### src/sv/crle_pkg.sv
// crle_pkg: types and constants shared by the cut rle image decoder
// no dependencies
`timescale 1ns / 1ps
`default_nettype none

package crle_pkg;

  // header is six bytes: width lo/hi, height lo/hi, two ignored
  localparam int unsigned HeaderBytes = 6;
  localparam logic [2:0] HdrWidthLo  = 3'd0;
  localparam logic [2:0] HdrWidthHi  = 3'd1;
  localparam logic [2:0] HdrHeightLo = 3'd2;
  localparam logic [2:0] HdrHeightHi = 3'd3;
  localparam logic [2:0] HdrLast     = 3'(HeaderBytes - 1);

  localparam int unsigned CountBits = 7;
  localparam int unsigned RepeatBit = 7;

  typedef enum logic [2:0] {
    PH_HEADER  = 3'd0,
    PH_LENSKIP = 3'd1,
    PH_CONTROL = 3'd2,
    PH_REPEAT  = 3'd3,
    PH_LITERAL = 3'd4,
    PH_DONE    = 3'd5
  } phase_e;

  typedef enum logic [1:0] {
    KIND_SIZE = 2'd0,
    KIND_RUN  = 2'd1,
    KIND_EOL  = 2'd2
  } kind_e;

  typedef struct packed {
    logic                 valid;
    kind_e                kind;
    logic [15:0]          image_width;
    logic [15:0]          image_height;
    logic [7:0]           pixel_index;
    logic [CountBits-1:0] run_length;
    logic                 image_done;
  } result_t;

endpackage

`default_nettype wire

### src/sv/crle_byte_if.sv
// crle_byte_if: valid/ready channel carrying one file byte per word
// no dependencies
`timescale 1ns / 1ps
`default_nettype none

interface crle_byte_if;
  logic       valid;
  logic       ready;
  logic [7:0] data_byte;

  modport source (output valid, output data_byte, input ready);
  modport sink   (input valid, input data_byte, output ready);
endinterface

`default_nettype wire

### src/sv/crle_result_if.sv
// crle_result_if: valid/ready channel carrying one decoded result per word
// no dependencies
`timescale 1ns / 1ps
`default_nettype none

interface crle_result_if;
  logic        valid;
  logic        ready;
  logic [1:0]  kind;
  logic [15:0] image_width;
  logic [15:0] image_height;
  logic [7:0]  pixel_index;
  logic [6:0]  run_length;
  logic        image_done;

  modport source (output valid, output kind, output image_width, output image_height,
                  output pixel_index, output run_length, output image_done, input ready);
  modport sink   (input valid, input kind, input image_width, input image_height,
                  input pixel_index, input run_length, input image_done, output ready);
endinterface

`default_nettype wire

### src/sv/crle_parser.sv
// crle_parser: byte-level parse state machine, one byte per step
// depends on crle_pkg
`timescale 1ns / 1ps
`default_nettype none

module crle_parser (
  input  wire logic              clk_i,
  input  wire logic              rst_ni,
  input  wire logic              step_i,
  input  wire logic [7:0]        byte_i,
  output crle_pkg::result_t      res_o
);
  import crle_pkg::*;

  phase_e               phase_q, phase_d;
  logic [2:0]           hdr_pos_q, hdr_pos_d;
  logic [15:0]          width_q, width_d;
  logic [15:0]          lines_q, lines_d;
  logic [CountBits-1:0] pend_q, pend_d;
  logic                 skip_q, skip_d;

  logic [CountBits-1:0] count;
  logic [15:0]          lines_dec;
  logic [CountBits-1:0] pend_dec;

  assign count     = byte_i[CountBits-1:0];
  assign lines_dec = lines_q - 16'd1;
  assign pend_dec  = pend_q - CountBits'(1);

  // next state
  always_comb begin
    phase_d   = phase_q;
    hdr_pos_d = hdr_pos_q;
    width_d   = width_q;
    lines_d   = lines_q;
    pend_d    = pend_q;
    skip_d    = skip_q;
    case (phase_q)
      PH_HEADER: begin
        case (hdr_pos_q)
          HdrWidthLo:  width_d = {width_q[15:8], byte_i};
          HdrWidthHi:  width_d = {byte_i, width_q[7:0]};
          HdrHeightLo: lines_d = {lines_q[15:8], byte_i};
          HdrHeightHi: lines_d = {byte_i, lines_q[7:0]};
          default: ;
        endcase
        if (hdr_pos_q != HdrLast) begin
          hdr_pos_d = hdr_pos_q + 3'd1;
        end else begin
          hdr_pos_d = '0;
          skip_d    = 1'b0;
          phase_d   = (lines_q == '0) ? PH_DONE : PH_LENSKIP;
        end
      end
      PH_LENSKIP: begin
        skip_d = ~skip_q;
        if (skip_q) phase_d = PH_CONTROL;
      end
      PH_CONTROL: begin
        if (count == '0) begin
          lines_d = lines_dec;
          skip_d  = 1'b0;
          phase_d = (lines_dec == '0) ? PH_DONE : PH_LENSKIP;
        end else begin
          pend_d  = count;
          phase_d = byte_i[RepeatBit] ? PH_REPEAT : PH_LITERAL;
        end
      end
      PH_REPEAT: begin
        pend_d  = '0;
        phase_d = PH_CONTROL;
      end
      PH_LITERAL: begin
        pend_d = pend_dec;
        if (pend_dec == '0) phase_d = PH_CONTROL;
      end
      default: phase_d = PH_DONE;
    endcase
  end

  // result for the byte in hand
  always_comb begin
    res_o = '0;
    case (phase_q)
      PH_HEADER: begin
        if (hdr_pos_q == HdrLast) begin
          res_o.valid        = step_i;
          res_o.kind         = KIND_SIZE;
          res_o.image_width  = width_q;
          res_o.image_height = lines_q;
          res_o.image_done   = (lines_q == '0);
        end
      end
      PH_CONTROL: begin
        if (count == '0) begin
          res_o.valid      = step_i;
          res_o.kind       = KIND_EOL;
          res_o.image_done = (lines_dec == '0);
        end
      end
      PH_REPEAT: begin
        res_o.valid       = step_i;
        res_o.kind        = KIND_RUN;
        res_o.pixel_index = byte_i;
        res_o.run_length  = pend_q;
      end
      PH_LITERAL: begin
        res_o.valid       = step_i;
        res_o.kind        = KIND_RUN;
        res_o.pixel_index = byte_i;
        res_o.run_length  = CountBits'(1);
      end
      default: ;
    endcase
  end

  always_ff @(posedge clk_i or negedge rst_ni) begin
    if (!rst_ni) begin
      phase_q   <= PH_HEADER;
      hdr_pos_q <= '0;
      width_q   <= '0;
      lines_q   <= '0;
      pend_q    <= '0;
      skip_q    <= 1'b0;
    end else if (step_i) begin
      phase_q   <= phase_d;
      hdr_pos_q <= hdr_pos_d;
      width_q   <= width_d;
      lines_q   <= lines_d;
      pend_q    <= pend_d;
      skip_q    <= skip_d;
    end
  end

endmodule

`default_nettype wire

### src/sv/cut_rle_image_decoder.sv
// cut rle image decoder: file bytes in, size/run/line-end results out
// a byte waits in the input register; any result it yields is then registered
// throughput: one byte per cycle while the result register is free or draining;
// the parse step between the input and result registers is combinational
// reset: asynchronous, clears the parse state to the start of the header
// depends on crle_pkg, crle_byte_if, crle_result_if, crle_parser
`timescale 1ns / 1ps
`default_nettype none

module cut_rle_image_decoder (
  input  wire logic      clk_i,
  input  wire logic      rst_ni,
  crle_byte_if.sink      data_i,
  crle_result_if.source  result_o
);
  import crle_pkg::*;

  logic       in_valid_q, in_valid_d;
  logic [7:0] in_byte_q;
  logic       out_valid_q, out_valid_d;
  result_t    out_q;
  result_t    res;
  logic       adv;

  // input register moves on when the result register is free or draining
  assign adv          = in_valid_q && (!out_valid_q || result_o.ready);
  assign data_i.ready = !in_valid_q || adv;

  assign in_valid_d  = data_i.valid ? 1'b1 : (in_valid_q && !adv);
  assign out_valid_d = adv ? res.valid : (out_valid_q && !result_o.ready);

  crle_parser u_parser (
    .clk_i  (clk_i),
    .rst_ni (rst_ni),
    .step_i (adv),
    .byte_i (in_byte_q),
    .res_o  (res)
  );

  always_ff @(posedge clk_i or negedge rst_ni) begin
    if (!rst_ni) begin
      in_valid_q  <= 1'b0;
      out_valid_q <= 1'b0;
    end else begin
      if (data_i.ready) in_valid_q <= in_valid_d;
      out_valid_q <= out_valid_d;
    end
  end

  always_ff @(posedge clk_i) begin
    if (data_i.valid && data_i.ready) in_byte_q <= data_i.data_byte;
    if (adv && res.valid) out_q <= res;
  end

  assign result_o.valid        = out_valid_q;
  assign result_o.kind         = out_q.kind;
  assign result_o.image_width  = out_q.image_width;
  assign result_o.image_height = out_q.image_height;
  assign result_o.pixel_index  = out_q.pixel_index;
  assign result_o.run_length   = out_q.run_length;
  assign result_o.image_done   = out_q.image_done;

endmodule

`default_nettype wire
### src/flat_wrapper.sv
// flat-port wrapper written by rule: the top's interface ports become plain ports
module cut_rle_image_decoder_flat import crle_pkg::*;
  (clk_i, rst_ni, data_i_valid, data_i_data_byte, data_i_ready, result_o_valid, result_o_kind, result_o_image_width, result_o_image_height, result_o_pixel_index, result_o_run_length, result_o_image_done, result_o_ready);
  crle_byte_if data_i_i ();
  crle_result_if result_o_i ();
  input  wire logic clk_i;
  input  wire logic rst_ni;
  input wire logic [$bits(data_i_i.valid)-1:0] data_i_valid;
  input wire logic [$bits(data_i_i.data_byte)-1:0] data_i_data_byte;
  output wire logic [$bits(data_i_i.ready)-1:0] data_i_ready;
  output wire logic [$bits(result_o_i.valid)-1:0] result_o_valid;
  output wire logic [$bits(result_o_i.kind)-1:0] result_o_kind;
  output wire logic [$bits(result_o_i.image_width)-1:0] result_o_image_width;
  output wire logic [$bits(result_o_i.image_height)-1:0] result_o_image_height;
  output wire logic [$bits(result_o_i.pixel_index)-1:0] result_o_pixel_index;
  output wire logic [$bits(result_o_i.run_length)-1:0] result_o_run_length;
  output wire logic [$bits(result_o_i.image_done)-1:0] result_o_image_done;
  input wire logic [$bits(result_o_i.ready)-1:0] result_o_ready;
  assign data_i_i.valid = data_i_valid;
  assign data_i_i.data_byte = data_i_data_byte;
  assign data_i_ready = data_i_i.ready;
  assign result_o_valid = result_o_i.valid;
  assign result_o_kind = result_o_i.kind;
  assign result_o_image_width = result_o_i.image_width;
  assign result_o_image_height = result_o_i.image_height;
  assign result_o_pixel_index = result_o_i.pixel_index;
  assign result_o_run_length = result_o_i.run_length;
  assign result_o_image_done = result_o_i.image_done;
  assign result_o_i.ready = result_o_ready;
  cut_rle_image_decoder u_core (.clk_i(clk_i), .rst_ni(rst_ni), .data_i(data_i_i), .result_o(result_o_i));
endmodule
### config.mk
export PLATFORM = sky130hd
export DESIGN_NAME = cut_rle_image_decoder_flat
export DESIGN_NICKNAME = d
export VERILOG_FILES = /design/src/sv/crle_pkg.sv /design/src/sv/crle_byte_if.sv /design/src/sv/crle_result_if.sv /design/src/sv/crle_parser.sv /design/src/sv/cut_rle_image_decoder.sv /design/src/flat_wrapper.sv
export SDC_FILE = /design/constraint.sdc
export NUM_CORES = 1
export LEC_CHECK = 0
export BUFFER_PORTS_ARGS = -buffer_cell sky130_fd_sc_hd__buf_2
export CAP_MARGIN = 20
export CORE_MARGIN = 5
export CORE_UTILIZATION = 41
export DETAILED_ROUTE_END_ITERATION = 10
export RECOVER_POWER = 100
export SLEW_MARGIN = 25
export SYNTH_ARGS = -nofsm -noshare
export SYNTH_HDL_FRONTEND = slang
export SYNTH_HIERARCHICAL = 1
export SYNTH_SLANG_ARGS = --single-unit
export TNS_END_PERCENT = 20
### constraint.sdc
create_clock -name clk_i -period 3.9 [get_ports clk_i]
set_clock_uncertainty 0.2 [all_clocks]
set_input_delay 0.78 -clock clk_i [delete_from_list [all_inputs] [get_ports clk_i]]
set_output_delay 0.78 -clock clk_i [all_outputs]
set_load 0.05 [all_outputs]
==> results of run 1 <==
report_power, final:
part           internal (W)  leakage [nW]  switching [W]  total, W
logic              0.000423         0.968       0.000891   0.00131
clock network      0.000451         0.139       0.000448  0.000899
registers           0.00149          1.15       0.000347   0.00183
registers in the layout, summed over array words and instances (netlist names):
signal and flops:
u_core/in_byte_q 8, u_core/in_valid_q 1, u_core/result_o.image_done 1, u_core/result_o.image_height 16, u_core/result_o.image_width 16, u_core/result_o.kind 2
u_core/result_o.pixel_index 8, u_core/result_o.run_length 7, u_core/result_o.valid 1, u_core/u_parser/hdr_pos_q 3, u_core/u_parser/lines_q 16, u_core/u_parser/pend_q 7
u_core/u_parser/phase_q 3, u_core/u_parser/skip_q 1, u_core/u_parser/width_q 16
stage by stage:
step | instance area [sq um] | hold WS, ns
after floorplan | 5110 | 0.242
after global placement | 5540 | 0.258
after detailed placement | 5540 | 0.262
after CTS | 5840 | 0.256
after global routing | 5730 | 0.307
final | 5730 | 0.274
placed cells by master (no fill, tap or decap), types with 11 or more instances in the layout:
cell and instances:
edfxtp_1 58, o21ai_0 40, nor3_1 19, clkbuf_1 56, a31oi_1 11, dfrtp_1 48, and2_0 13, and3_1 35
a21oi_1 26, nand2_1 31, inv_1 17, nor2_1 32
layout make-up:
cell class	count	area, sq um	area share [%]
Sequential cell	106	2940	51.4
Multi-Input combinational cell	314	1940	33.8
Timing Repair Buffer	68	278	4.85
Clock buffer	9	225	3.93
Tap cell	168	210	3.67
Clock inverter	7	71.3	1.25
Inverter	17	63.8	1.11
synthesized netlist by cell type (2+ instances only):
| master | count |
|---|---|
| nor3b_2 | 3 |
| nor3_1 | 20 |
| ha_1 | 5 |
| a211oi_1 | 5 |
| a311oi_1 | 2 |
| nand2_1 | 31 |
| a31oi_1 | 11 |
| dfrtp_1 | 48 |
| or3_1 | 4 |
| buf_2 | 4 |
| o32a_1 | 2 |
| nand3_1 | 4 |
| o21bai_1 | 2 |
| and3b_1 | 2 |
| mux2_2 | 8 |
| o2bb2ai_1 | 3 |
| inv_1 | 16 |
| or4_1 | 2 |
| a21o_1 | 2 |
| nor4_1 | 4 |
| nor2b_1 | 4 |
| xnor2_1 | 3 |
| o21ai_1 | 2 |
| o21ai_0 | 39 |
| nor2_1 | 31 |
| edfxtp_1 | 58 |
| and3_1 | 35 |
| nand2b_1 | 3 |
| nand4_1 | 6 |
| a21oi_1 | 26 |
| clkbuf_8 | 3 |
| nand3b_1 | 3 |
| nor3b_1 | 2 |
| nor4_2 | 3 |
| and2_1 | 17 |
| clkbuf_1 | 19 |
| o22ai_1 | 2 |
| a32oi_1 | 4 |
path summary, 6_finish.rpt:
kind / endpoint / depth (start not counted) / slack [ns]
max: u_core/u_parser/width_q[13] / 3 / 0.68
min: u_core/u_parser/width_q[7] / 2 / 0.27
max reg2reg: u_core/u_parser/width_q[13] / 3 / 0.68
min reg2reg: u_core/u_parser/width_q[7] / 2 / 0.27
max in group asynchronous: u_core/u_parser/lines_q[10] / 2 / 1.05
min in group asynchronous: u_core/u_parser/width_q[8] / 1 / 0.61
cells by family after synthesis:
| group | after synthesis | synth area share, % |
|---|---|---|
| xor gates and xnor gates | 4 | 0.686 |
| muxes | 9 | 1.96 |
| AOI/OAI and AO/OA | 114 | 14.0 |
| buffers and inverters | 45 | 4.14 |
| and+or+nand+nor | 182 | 20.3 |
| DFF | 106 | 57.6 |
| adders and majority gates | 5 | 1.22 |
metal layers:
layer  routed length (um)  share of wire, %
met1                 5940                47
met2                 5560                44
met3                  741               5.9
met4                  276               2.2
met5                    0                 0
tightest hold or removal path, delay by kind of cell, from the launching register on:
| family | cells | cell delay (ns) |
|---|---|---|
| simple gates | 1 | 0.04 |
| compound gates | 1 | 0.06 |
| flops | 1 | 0.34 |
==> impl_metrics.py, run 1 <==
metrics = {
    "critical_path": {
        "r2r-start": "u_core/u_parser/phase_q[2]",
        "critical_path_class": "flop to flop",
        "cp.arrival_ns": 3.26,
        "critPathCaptureType": "flop",
        "path_cells": "nor3_1, nand4_1, mux2_2",
        "startpoint": "u_core/u_parser/phase_q[2]",
        "startpoint_type": "flop",
        "required_ns": 3.93,
        "critPathSlowestCell": "nor3_1",
        "cpLargestDelayFamily": "simple AND/OR/NAND/NOR gates",
        "worst-path-buf-inv": 0,
        "max_stage_delay_ns": 1.15,
        "path_max_fanout": 16,
    },
    "grt": {
        "track_usage_pct": 17.3,
        "busiest_layer": "met2",
        "grt.met1_usage_pct": 24.6,
        "use_met3_pct": 2.88,
        "grt_overflow": 0,
        "antenna_found_initial": 0,
        "grt_use_met2_pct": 25.9,
        "grt_pass1_wl_um": 20000,
        "grt_max_degree": 51,
        "grt_pass1_vias": 3736,
    },
    "route": {
        "drt_iter0_markers": 299,
        "drt-pass1-iter-count": 5,
        "postRouteAntennaNets": 0,
        "vias": 3883,
        "drt_wl_total_um": 12500,
        "drc_errors": 0,
        "viasPerCell": 5.64,
        "post_drt_wl_per_cell_um": 18.2,
    },
    "sta": {
        "setup_viol": 0,
        "max-slew-margin-rel_pct": -3.97,
        "hold_viol_final": 0,
        "rsz0062_at_grt": "no",
        "slew_viol_final": 27,
        "fin_tns_setup_ns": 0,
        "worst_pin_slew_ns": 1.56,
        "setup_slack_ns": 0.675,
        "fmax_mhz": 310,
        "fin_crit_sh_pct": 82.7,
        "fin_crit_ns": 3.22,
    },
    "logic_synthesis": {
        "seq_area_frac_synth_pct": 57.6,
        "syn_nets": 482,
        "synth_edf_count": 58,
        "synth_top_area_share_pct": 34.1,
        "ys_seq_elements": 106,
        "yosysWarningCount": 6,
        "synth.avg_cell_area_sq_um": 11.0,
        "synth.distinct_cells": 65,
        "syn_area_sq_um": 5110,
        "synth_ff_type": "edfxtp_1",
        "synth_top_area_cell": "edfxtp_1",
        "yosys-top-cells-area": "edfxtp_1 (34%), dfrtp_1 (24%), and3_1 (4.3%)",
        "async_flop_share_pct": 45.3,
        "synthCells": 465,
    },
    "clock_network": {
        "numCtsBuffers": 9,
        "cts_sinks": 106,
        "cts_resized": 0,
        "htree_levels": 3,
        "holdBufCountCts": 0,
        "tritoncts": "yes",
        "clk_path_buf_depth": 2,
        "clkTransAtPathRegs_ns": 0.08,
        "clk_latency_ns": 0.35,
        "cts-root-buf": "clkbuf_16",
        "postCtsSetupRepairBufs": 0,
    },
    "floorplanning": {
        "start_util_pct": 42.2,
        "num_io_pins": 64,
        "die_y_um": 122,
        "dieArea_sq_um": 14800,
        "core_sq_um": 12100,
        "dieWidth_um": 122,
        "rows": 40,
    },
    "power": {
        "ir_drop_mv": 0.264,
        "p_leak_nw": 2.25,
        "total_power_w": 0.00405,
        "power_per_cell_area_nw_per_um2": 707,
    },
    "cells_and_area": {
        "drive_gt1_share_pct": 9.79,
        "utilization_pct": 47.3,
        "n_antenna_cell": 0,
        "syn2layout_area_growth_pct": 12.2,
        "fin_cells": 689,
        "layout.nets": 533,
        "fillers": 1182,
    },
    "outcome": {
        "violations": "max-capacitance violations, max-slew violations",
        "status": "finished with violations",
    },
    "place": {
        "place_congestion": 0.951,
        "dp_worst_setup_slack_ns": 0.990,
        "dp_hpwl_um": 8480,
        "portBuffers": 63,
        "place_inst": 673,
    },
    "hold_path": {
        "hold_class": "flop to flop",
        "hold_start": "u_core/u_parser/width_q[7]",
    },
    "run": {
        "max-cap-violations": 1,
    },
}
(Power assumes the default switching activity.)
==> run 2: changes to the inputs <==
==> constraint.sdc (replaced) <==
create_clock -name clk_i -period 2.8 [get_ports clk_i]
set_clock_uncertainty 0.2 [all_clocks]
set_input_delay 0.56 -clock clk_i [delete_from_list [all_inputs] [get_ports clk_i]]
set_output_delay 0.56 -clock clk_i [all_outputs]
set_load 0.05 [all_outputs]
==> run 2 against run 1 <==
  * The run now ends clean
  * Sequential power grew 36%
  * Via count increased by 0.44%
  * Total power is 40% higher
  * Cell area up 3.1%
  * Register-to-register slack worse by 0.43 ns
  * Clock power up 31%
  * Cell count up 3.6%
  * Count of clock-buffer cells in the layout did not move
  * Die area is the same
  * Highest routed layer unchanged
==> impl_metrics.py, run 2 (synthesis results as in run 1) <==
metrics = {
    "outcome": {
        "status": "completed",
    },
    "critical_path": {
        "cp.arrival_ns": 2.65,
        "startpoint_type": "flop",
        "required_ns": 2.89,
        "critPathCaptureType": "flop",
        "r2r_slack_ns": 0.24,
        "startpoint": "u_core/u_parser/pend_q[0]",
        "path_max_fanout": 7,
        "r2r-start": "u_core/u_parser/pend_q[0]",
        "critical_path_class": "flop to flop",
    },
    "power": {
        "switching_share_pct": 40.3,
        "p_leak_nw": 2.38,
        "clock_power_share_pct": 20.9,
        "intPower_w": 0.00337,
        "ir_drop_mv": 0.375,
        "seqPwrFrac_pct": 44.1,
        "p_comb_share_pct": 34.9,
        "power_per_cell_area_nw_per_um2": 957,
        "p_switching_w": 0.00228,
    },
    "grt": {
        "grt_pass1_wl_um": 19600,
        "grt_pass1_vias": 3733,
        "antenna_found_initial": 1,
        "track_usage_pct": 17.1,
        "grt_max_degree": 49,
        "grt_overflow": 0,
    },
    "sta": {
        "setup_viol": 0,
        "fmax_mhz": 391,
        "slew_viol_final": 0,
        "fin_crit_ns": 2.56,
        "hold_viol_final": 0,
        "worst_pin_slew_ns": 1.24,
        "fin_crit_sh_pct": 91.4,
        "rsz0062_at_grt": "no",
        "whs_ns": 0.178,
        "max-slew-margin-rel_pct": 17.5,
        "fin_tns_setup_ns": 0,
    },
    "cells_and_area": {
        "layout.nets": 558,
        "drive_gt1_share_pct": 14.3,
        "post-route-cell-area_sq_um": 5900,
        "utilization_pct": 48.8,
        "n_antenna_cell": 0,
        "fin_cells": 714,
        "mostFrequentLayoutCells": "edfxtp_1 (58), clkbuf_1 (56), dfrtp_1 (48)",
        "syn2layout_area_growth_pct": 15.6,
        "mostFrequentLayoutCell": "edfxtp_1",
    },
    "place": {
        "place_congestion": 0.896,
        "place_inst": 698,
        "dp_hpwl_um": 8190,
        "place_area_sq_um": 5740,
        "portBuffers": 63,
    },
    "clock_network": {
        "cts_sinks": 106,
        "numCtsBuffers": 9,
        "cts_resized": 0,
        "htree_levels": 3,
        "clk_latency_ns": 0.36,
        "clk_path_buf_depth": 2,
        "holdBufCountCts": 0,
        "tritoncts": "yes",
        "clkTransAtPathRegs_ns": 0.07,
        "cts-root-buf": "clkbuf_16",
        "postCtsSetupRepairBufs": 0,
    },
    "route": {
        "drt_iter0_markers": 367,
        "drt_wl_total_um": 12000,
        "viasPerCell": 5.46,
        "vias": 3900,
        "postRouteAntennaNets": 0,
        "drt-pass1-iter-count": 5,
        "post_drt_wl_per_cell_um": 16.8,
        "drc_errors": 0,
    },
    "hold_path": {
        "hold_class": "input pin to flop",
        "hold_start": "data_i_data_byte[3]",
    },
    "floorplanning": {
        "die_y_um": 122,
        "num_io_pins": 64,
        "core_sq_um": 12100,
        "dieArea_sq_um": 14800,
        "dieWidth_um": 122,
        "rows": 40,
        "start_util_pct": 42.2,
    },
    "run": {
        "max-cap-violations": 0,
    },
}
## run 2: layout make-up
| class | instances | area, sq um |
|---|---|---|
| tap | 168 | 210 |
| fill | 1169 | 6210 |
| clock buffer | 9 | 225 |
| timing repair buffer | 93 | 465 |
| clock inverter | 7 | 51.3 |
| inverter | 17 | 63.8 |
| multi-input combinational | 314 | 1950 |
| sequential | 106 | 2940 |
## run 2: critical path, stage by stage (launching register included)
cell     delay, ns
dfrtp_1       0.43
inv_1         0.10
ha_1          0.28
or4b_1        0.53
a21oi_1       0.18
o21ai_1       0.13
or4_1         0.55
nand3_1       0.11
## run 2: power groups by stage
stage	Combinational (W)	Sequential, W	Clock, W
after floorplan	0.00130	0.00264	0
after global placement	0.00200	0.00250	0
after detailed placement	0.00201	0.00251	0
after CTS	0.00202	0.00248	0.00122
after global routing	0.00219	0.00256	0.00129
final	0.00197	0.00249	0.00118
## run 2: path summary, 6_finish.rpt
kind / to / depth (start not counted)
worst max-delay path: u_core/u_parser/phase_q[1] / 7
worst min-delay path: u_core/in_byte_q[3] / 1
worst max register to register: u_core/u_parser/phase_q[1] / 7
worst min register to register: u_core/u_parser/width_q[0] / 2
max in group asynchronous: u_core/u_parser/width_q[1] / 2
min in group asynchronous: u_core/u_parser/pend_q[0] / 2
## run 2: layer usage
metal / GRT usage [%] / routed length [um] / vias to the layer above
met5: 0 / 0 / -
met4: 6.30 / 199 / 0
met3: 3.39 / 646 / 17
met2: 26.9 / 5540 / 132
met1: 23.5 / 5600 / 1875
li1: - / - / 1876
## run 2: metrics by stage
stage	power (W)	setup slack, ns
after floorplan	0.00394	0.00600
after detailed placement	0.00452	0.281
after CTS	0.00572	0.271
after global placement	0.00450	0.350
final	0.00565	0.241
after global routing	0.00604	0.0686
